`config.mk`:
```
export PLATFORM = sky130hd
export DESIGN_NAME = i2c_bit_level_master
export DESIGN_NICKNAME = d
export VERILOG_FILES = /design/src/sv/i2cb_pkg.sv /design/src/sv/i2cb_engine.sv /design/src/sv/i2cb_out_reg.sv /design/src/sv/i2c_bit_level_master.sv
export SDC_FILE = /design/constraint.sdc
export NUM_CORES = 1
export LEC_CHECK = 0
export ABC_AREA = 0
export BUFFER_PORTS_ARGS = -buffer_cell sky130_fd_sc_hd__buf_4
export CORE_ASPECT_RATIO = 2
export CORE_MARGIN = 2
export CORE_UTILIZATION = 55
export DETAILED_ROUTE_END_ITERATION = 7
export GPL_TIMING_DRIVEN = 1
export PLACE_DENSITY = 0.76
export SLEW_MARGIN = 20
export SYNTH_ARGS = -nofsm -noshare
export SYNTH_HDL_FRONTEND = slang
export SYNTH_SLANG_ARGS = --single-unit
```
`constraint.sdc`:
```
create_clock -name i_clk -period 3.38 [get_ports i_clk]
set_input_delay 0.507 -clock i_clk [delete_from_list [all_inputs] [get_ports i_clk]]
set_output_delay 0.507 -clock i_clk [all_outputs]
set_load 0.02 [all_outputs]
```
`src/sv/i2cb_pkg.sv`:
```
package i2cb_pkg;

    localparam logic [2:0] OP_IDLE      = 3'd0;
    localparam logic [2:0] OP_START     = 3'd1;
    localparam logic [2:0] OP_STOP      = 3'd2;
    localparam logic [2:0] OP_WRITE     = 3'd3;
    localparam logic [2:0] OP_READ_ACK  = 3'd4;
    localparam logic [2:0] OP_READ_NACK = 3'd5;

    localparam logic [2:0] STEP_0 = 3'd0;
    localparam logic [2:0] STEP_1 = 3'd1;
    localparam logic [2:0] STEP_2 = 3'd2;
    localparam logic [2:0] STEP_3 = 3'd3;
    localparam logic [2:0] STEP_4 = 3'd4;

    localparam logic [3:0]  BITS_PER_BYTE     = 4'd8;
    localparam logic [15:0] PHASE_TICKS_RESET = 16'd5;

    typedef struct packed {
        logic       scl_out;
        logic       sda_out;
        logic       busy_res;
        logic       done_res;
        logic [7:0] rd_data;
        logic       ack_ok;
    } t_result;

endpackage

```
`src/sv/i2cb_engine.sv`:
```
module i2cb_engine (
    input  logic             i_clk,
    input  logic             i_rst_n,
    input  logic             i_cfg_we,
    input  logic [15:0]      i_cfg_data,
    input  logic             i_step,
    input  logic [2:0]       i_cmd,
    input  logic [7:0]       i_wr_data,
    input  logic             i_sda_in,
    output i2cb_pkg::t_result o_result
);
    import i2cb_pkg::*;

    logic [15:0] r_phase_ticks;
    logic [2:0]  r_op,    n_op;
    logic [2:0]  r_pstep, n_pstep;
    logic [15:0] r_tick,  n_tick;
    logic [3:0]  r_bit,   n_bit;
    logic [7:0]  r_shift, n_shift;
    logic        r_ack,   n_ack;
    logic        r_scl,   n_scl;
    logic        r_sda,   n_sda;
    logic [7:0]  r_rx,    n_rx;
    logic        n_done;
    logic [15:0] limit;

    assign limit = (r_phase_ticks == 16'd0) ? 16'd1 : r_phase_ticks;

    always_comb begin
        n_op    = r_op;
        n_pstep = r_pstep;
        n_tick  = r_tick;
        n_bit   = r_bit;
        n_shift = r_shift;
        n_ack   = r_ack;
        n_scl   = r_scl;
        n_sda   = r_sda;
        n_rx    = r_rx;
        n_done  = 1'b0;
        if (r_op == OP_IDLE) begin
            if (i_cmd >= OP_START && i_cmd <= OP_READ_NACK) begin
                n_op    = i_cmd;
                n_bit   = 4'd0;
                n_pstep = STEP_0;
                n_tick  = 16'd1;
                n_scl   = 1'b1;
                case (i_cmd)
                    OP_START: begin
                        n_sda = 1'b1;
                    end
                    OP_STOP: begin
                        n_sda = 1'b0;
                    end
                    OP_WRITE: begin
                        n_shift = i_wr_data;
                        n_sda   = i_wr_data[7];
                    end
                    default: begin
                        n_shift = 8'd0;
                        n_sda   = 1'b1;
                    end
                endcase
            end
        end else if (r_tick >= limit) begin
            n_tick = 16'd1;
            case (r_op)
                OP_START: begin
                    if (r_pstep == STEP_0) begin
                        n_sda   = 1'b0;
                        n_pstep = STEP_1;
                    end else begin
                        n_scl  = 1'b0;
                        n_done = 1'b1;
                    end
                end
                OP_STOP: begin
                    if (r_pstep == STEP_0) begin
                        n_sda   = 1'b1;
                        n_pstep = STEP_1;
                    end else begin
                        n_done = 1'b1;
                    end
                end
                OP_WRITE: begin
                    case (r_pstep)
                        STEP_0: begin
                            n_scl   = 1'b0;
                            n_pstep = STEP_1;
                        end
                        STEP_1: begin
                            n_shift = {r_shift[6:0], 1'b0};
                            n_bit   = r_bit + 4'd1;
                            n_scl   = 1'b1;
                            if (n_bit < BITS_PER_BYTE) begin
                                n_sda   = r_shift[6];
                                n_pstep = STEP_0;
                            end else begin
                                n_sda   = 1'b1;
                                n_pstep = STEP_2;
                            end
                        end
                        STEP_2: begin
                            n_ack   = ~i_sda_in;
                            n_pstep = STEP_3;
                        end
                        STEP_3: begin
                            n_scl   = 1'b0;
                            n_pstep = STEP_4;
                        end
                        default: begin
                            n_done = 1'b1;
                        end
                    endcase
                end
                default: begin
                    case (r_pstep)
                        STEP_0: begin
                            n_shift = {r_shift[6:0], i_sda_in};
                            n_scl   = 1'b0;
                            n_bit   = r_bit + 4'd1;
                            n_pstep = STEP_1;
                        end
                        STEP_1: begin
                            n_scl = 1'b1;
                            if (r_bit < BITS_PER_BYTE) begin
                                n_pstep = STEP_0;
                            end else begin
                                n_sda   = (r_op == OP_READ_ACK) ? 1'b0 : 1'b1;
                                n_pstep = STEP_2;
                            end
                        end
                        default: begin
                            n_scl  = 1'b0;
                            n_sda  = 1'b1;
                            n_rx   = r_shift;
                            n_done = 1'b1;
                        end
                    endcase
                end
            endcase
            if (n_done) begin
                n_op    = OP_IDLE;
                n_pstep = STEP_0;
                n_tick  = 16'd0;
            end
        end else begin
            n_tick = r_tick + 16'd1;
        end
    end

    always_ff @(posedge i_clk) begin
        if (!i_rst_n) begin
            r_phase_ticks <= PHASE_TICKS_RESET;
            r_op          <= OP_IDLE;
            r_pstep       <= STEP_0;
            r_tick        <= 16'd0;
            r_bit         <= 4'd0;
            r_shift       <= 8'd0;
            r_ack         <= 1'b0;
            r_scl         <= 1'b1;
            r_sda         <= 1'b1;
            r_rx          <= 8'd0;
        end else begin
            if (i_cfg_we) begin
                r_phase_ticks <= i_cfg_data;
            end
            if (i_step) begin
                r_op    <= n_op;
                r_pstep <= n_pstep;
                r_tick  <= n_tick;
                r_bit   <= n_bit;
                r_shift <= n_shift;
                r_ack   <= n_ack;
                r_scl   <= n_scl;
                r_sda   <= n_sda;
                r_rx    <= n_rx;
            end
        end
    end

    assign o_result.scl_out  = n_scl;
    assign o_result.sda_out  = n_sda;
    assign o_result.busy_res = (n_op != OP_IDLE);
    assign o_result.done_res = n_done;
    assign o_result.rd_data  = n_rx;
    assign o_result.ack_ok   = n_ack;

endmodule

```
`src/sv/i2cb_out_reg.sv`:
```
module i2cb_out_reg (
    input  logic              i_clk,
    input  logic              i_rst_n,
    input  logic              i_load,
    input  i2cb_pkg::t_result i_result,
    input  logic              i_take,
    output logic              o_valid,
    output i2cb_pkg::t_result o_result
);
    import i2cb_pkg::*;

    logic    r_valid;
    t_result r_result;

    always_ff @(posedge i_clk) begin
        if (!i_rst_n) begin
            r_valid <= 1'b0;
        end else if (i_load) begin
            r_valid <= 1'b1;
        end else if (i_take) begin
            r_valid <= 1'b0;
        end
    end

    always_ff @(posedge i_clk) begin
        if (i_load) begin
            r_result <= i_result;
        end
    end

    assign o_valid  = r_valid;
    assign o_result = r_result;

endmodule

```
`src/sv/i2c_bit_level_master.sv`:
```
// channel   direction  handshake                  payload
// cfg       in         i_cfg_valid / o_cfg_ready  i_cfg_data (phase_ticks)
// in        in         i_in_valid / o_in_ready    i_cmd, i_wr_data, i_sda_in
// out       out        o_out_valid / i_out_ready  o_scl_out .. o_ack_ok
//
// one tick beat in, one result beat out, one beat per cycle sustained while each result is taken
// the result is computed in the cycle of acceptance and held in the output register
// a tick is taken whenever the output register is empty or being emptied
// synchronous active-low reset: idle, scl and sda released, phase_ticks 5
// configuration writes are taken every cycle
module i2c_bit_level_master (
    input  logic        i_clk,
    input  logic        i_rst_n,
    input  logic        i_cfg_valid,
    output logic        o_cfg_ready,
    input  logic [15:0] i_cfg_data,
    input  logic        i_in_valid,
    output logic        o_in_ready,
    input  logic [2:0]  i_cmd,
    input  logic [7:0]  i_wr_data,
    input  logic        i_sda_in,
    output logic        o_out_valid,
    input  logic        i_out_ready,
    output logic        o_scl_out,
    output logic        o_sda_out,
    output logic        o_busy_res,
    output logic        o_done_res,
    output logic [7:0]  o_rd_data,
    output logic        o_ack_ok
);
    import i2cb_pkg::*;

    t_result step_result;
    t_result out_result;
    logic    in_beat;

    assign o_cfg_ready = 1'b1;
    assign o_in_ready  = !o_out_valid || i_out_ready;
    assign in_beat     = i_in_valid && o_in_ready;

    i2cb_engine u_engine (
        .i_clk      (i_clk),
        .i_rst_n    (i_rst_n),
        .i_cfg_we   (i_cfg_valid),
        .i_cfg_data (i_cfg_data),
        .i_step     (in_beat),
        .i_cmd      (i_cmd),
        .i_wr_data  (i_wr_data),
        .i_sda_in   (i_sda_in),
        .o_result   (step_result)
    );

    i2cb_out_reg u_out_reg (
        .i_clk    (i_clk),
        .i_rst_n  (i_rst_n),
        .i_load   (in_beat),
        .i_result (step_result),
        .i_take   (i_out_ready),
        .o_valid  (o_out_valid),
        .o_result (out_result)
    );

    assign o_scl_out  = out_result.scl_out;
    assign o_sda_out  = out_result.sda_out;
    assign o_busy_res = out_result.busy_res;
    assign o_done_res = out_result.done_res;
    assign o_rd_data  = out_result.rd_data;
    assign o_ack_ok   = out_result.ack_ok;

endmodule

```
==> results.txt <==
- The floorplan has 43 rows.
- The critical path goes through nor4_1 -> a41o_1 -> ha_1 -> nand2b_1 -> a2111oi_0 -> o32a_1 -> and3_1 -> o21ai_1 -> a21oi_1.
- Most used flip-flop cell after synthesis: sky130_fd_sc_hd__dfxtp_1
* # diodes: 0
* Total global routing track utilization: 0.2593
- TritonCTS built the clock tree.
- Setup slack on the worst flop-to-flop path: 0.44 ns
- Cell variety after synth: 63
- Critical path required time: 3.63 ns
* Placer's final routability congestion estimate: 0.8556
- Syn Nets: 489
* Most frequent cells in the layout: sky130_fd_sc_hd__dfxtp_1, sky130_fd_sc_hd__nand2_1, sky130_fd_sc_hd__buf_4
- Buffer and inverter count on the worst path: 0
- The routed design could run at a clock period as short as 2.943 ns.
- The worst hold path terminates at u_engine.r_phase_ticks[5].
- The via count of the first global-routing pass came to 3396.
- The count of nets left with antenna violations once routing finished came out at 0.
- Die Outline Area: 7962 µm²
* Cell accounting for the most synthesized area: sky130_fd_sc_hd__dfxtp_1
- Standard cell with the maximum stage delay on the critical path: sky130_fd_sc_hd__a2111oi_0
- At the worst endpoint, the arrival time is 3.19 ns.
- Sum of overflow across all layers after global routing: 0
- Clock-pin slew was measured on the worst setup and hold paths at 0.06 ns.
- Before antenna repair, the detailed router went through 5 iterations.
* HP Class: primary input to flop
* Max IR drop VDD: 0.3818 mV
* Average routed wire per standard cell: 16.98 µm
- Count of mapped cells out of synthesis: 438
* Startpoint class of the critical path: flop
- The total area inside the core boundary comes to 6994 µm².
- Port buffering added 47 buffers.
- Clock tree skew after final layout: 0.008911 ns
* Hold Buf Count CTS: 0
- Setup violations remaining at the end of the flow were counted as 0.
* Worst-Skew Late Latency: 0.33 ns
- Max-cap violations in this run came to 0.
- Clock tree root buffer cell: sky130_fd_sc_hd__clkbuf_16
- Power density cells: 475.8 nW/µm²
* Post-synthesis sequential element count: 75
- The worst hold path begins at i_cfg_data[5].
- Outcome: finished, final reports clean
* Number of design-rule violations left by the first detailed-router iteration: 125
* Synthesis-to-layout area growth: 18.32%
* Top Family by Delay on Critical Path: compound AO/OA/AOI/OAI gates
- H-tree depth: 3
- CP peak stage delay: 0.40 ns
- Most common library cell in the layout ignoring fill and taps: sky130_fd_sc_hd__dfxtp_1
- The count of final hold-check violations is 0.
- Gates resized during post-CTS repair numbered 0.
- Filler instances: 578
- Each instance of the synthesized netlist takes up on average 9.073 µm².
- Crit. End Element: flop
- Worst slew pin tran: 0.9898 ns
* Detailed-route DRC error count: 0
- Buffers from clock root to sink, at most: 2
- Die Wd: 64.11 µm
* Reg2reg path depth: 9
- Cell leakage power: 1.891 nW
* Detailed Route WL: 9764 µm
- In this run the cell area of the synthesized design comes to 3974 µm².
- For the final routed database, the setup TNS stands at 0 ns.
- Of the cells placed in the final design, the portion with a size suffix greater than 1 is 0.1670.
- Entering global routing, the biggest net connects 44 pins.
- The first global-routing pass estimated 16010 µm of wire.
* Hold Crit Depth: 3
* Period Utilization, post-route: 0.8706
- RSZ-0062 raised after global routing: no
- Of the post-synthesis cell area, the dominant cell type holds 0.3123.
- Timing would allow up to 339.8 MHz.
- Maximum net fanout on the critical path: 15
- The endpoint identified for the worst register-to-register timing path is u_engine.r_tick[1].
- The floorplan step set the die height to 124.2 µm.
- Area contributors post-synth: sky130_fd_sc_hd__dfxtp_1, sky130_fd_sc_hd__edfxtp_1, sky130_fd_sc_hd__mux2i_1
- For this run, the register share of the synthesized area comes to 0.4106.
- In the synthesized netlist the async set-or-reset flop fraction comes to 0.
* Starting density of the core: 0.5682
* Post-DR vias/cell: 5.915
- The wire-length estimate of the detail-placed layout is 7246 µm.
* Critical R2R Launch: u_engine.r_phase_ticks[1]
- Clk sinks: 75
* Num ports: 49
- Number of max-slew violations in the final report: 0
* Number of synthesized flops with an enable pin: 13
- Number of antenna violations at the first check in global routing: 0
* Clock buffers created by TritonCTS: 9
- Once layout is complete, the utilization of the core stands at 0.6723.
* Synth warnings: 0
- Count of cell instances traversed by the critical path: 9
- Relative slew slack: 0.3357
- Detailed routing inserted a total of 3401 vias.
- Post-CTS timing repair inserted 0 buffers for setup.
* Hold slack final: 0.4100 ns
- By startpoint and endpoint, the worst setup path is classified as flop to flop.
* Number of nets in the final layout: 531
==> cells in the mapped netlist (3+ instances only) <==
library cell,instances
sky130_fd_sc_hd__mux2_2,8
sky130_fd_sc_hd__nand4_1,7
sky130_fd_sc_hd__a22o_1,9
sky130_fd_sc_hd__buf_4,3
sky130_fd_sc_hd__ha_1,18
sky130_fd_sc_hd__edfxtp_1,13
sky130_fd_sc_hd__or3_1,4
sky130_fd_sc_hd__a21oi_1,12
sky130_fd_sc_hd__o21ai_0,12
sky130_fd_sc_hd__dfxtp_1,62
sky130_fd_sc_hd__nor3_1,7
sky130_fd_sc_hd__xor2_1,9
sky130_fd_sc_hd__xnor2_1,7
sky130_fd_sc_hd__nor2_1,45
sky130_fd_sc_hd__mux2i_1,35
sky130_fd_sc_hd__clkbuf_1,16
sky130_fd_sc_hd__o31ai_1,3
sky130_fd_sc_hd__nand2b_1,7
sky130_fd_sc_hd__nand3_1,9
sky130_fd_sc_hd__a21o_1,3
sky130_fd_sc_hd__nand2_1,56
sky130_fd_sc_hd__a31oi_1,4
sky130_fd_sc_hd__nor4_1,5
sky130_fd_sc_hd__and3_1,6
sky130_fd_sc_hd__inv_1,23
sky130_fd_sc_hd__o211ai_1,7
==> cell families after synthesis <==
group	count (synthesis)	synth area share
compound gates	77	0.1436
xor+xnor	16	0.03527
flops	75	0.4106
other cells	1	0.0009437
simple gates	159	0.1892
buf+inv	48	0.05038
fa+ha+maj	19	0.05920
mux	43	0.1108
==> worst reg2reg max path, delay by kind of cell, from the launching register on <==
family | cells | cell delay (ns)
simple gates | 3 | 0.81
compound gates | 5 | 1.51
flops | 1 | 0.32
fa+ha+maj | 1 | 0.22
==> sequential cells by signal (all words and copies together) (netlist names), 3 cells and up <==
signal,count
u_engine.r_phase_ticks,16
u_engine.r_tick,16
u_out_reg.o_result,13
u_engine.r_rx,8
u_engine.r_shift,8
u_engine.r_bit,4
u_engine.r_op,3
u_engine.r_pstep,3
==> metrics by stage <==
stage                     cells  setup slack, ns  power [mW]  cell area, µm²
after global routing        575           0.1456       2.320            4702
after detailed placement    559           0.4324       1.254            4385
after floorplan             438           0.8134       1.157            3974
after CTS                   575           0.3979       2.251            4702
after global placement      559           0.4589       1.250            4385
final                       575           0.4374       2.237            4702
==> metal layers <==
metal / wire (µm) / global-route usage
met1: 3366 / 0.2537
met2: 5540 / 0.4908
met3: 394 / 0.04702
met4: 463 / 0.1389
met5: 0 / 0
==> report_power, final <==
group	internal [mW]	leakage [nW]	total (mW)	switching [mW]
Sequential	0.939	0.629	0.965	0.0266
Clock	0.639	0.155	0.996	0.358
Combinational	0.111	1.11	0.275	0.165
==> worst max path at each step <==
stage                              startpoint  slack, ns                    end
floorplan           u_engine.r_phase_ticks[8]       0.81  u_out_reg.o_result[1]
global placement    u_engine.r_phase_ticks[4]       0.46     u_engine.r_tick[1]
detailed placement  u_engine.r_phase_ticks[4]       0.43     u_engine.r_tick[1]
CTS                 u_engine.r_phase_ticks[4]       0.40     u_engine.r_tick[1]
global route        u_engine.r_phase_ticks[1]       0.15     u_engine.r_tick[1]
finish              u_engine.r_phase_ticks[1]       0.44     u_engine.r_tick[1]
==> cell type report <==
cell class,instances,area (µm²),area share
repair buffers,54,405.4,0.08622
inverters,25,93.84,0.01996
well taps,90,112.6,0.02395
multi-input cells,315,2142,0.4556
clock buffers,13,271.5,0.05774
clock inverters,3,45.04,0.009580
flip-flops and latches,75,1632,0.3470
Power figures use the tool's default switching activity.
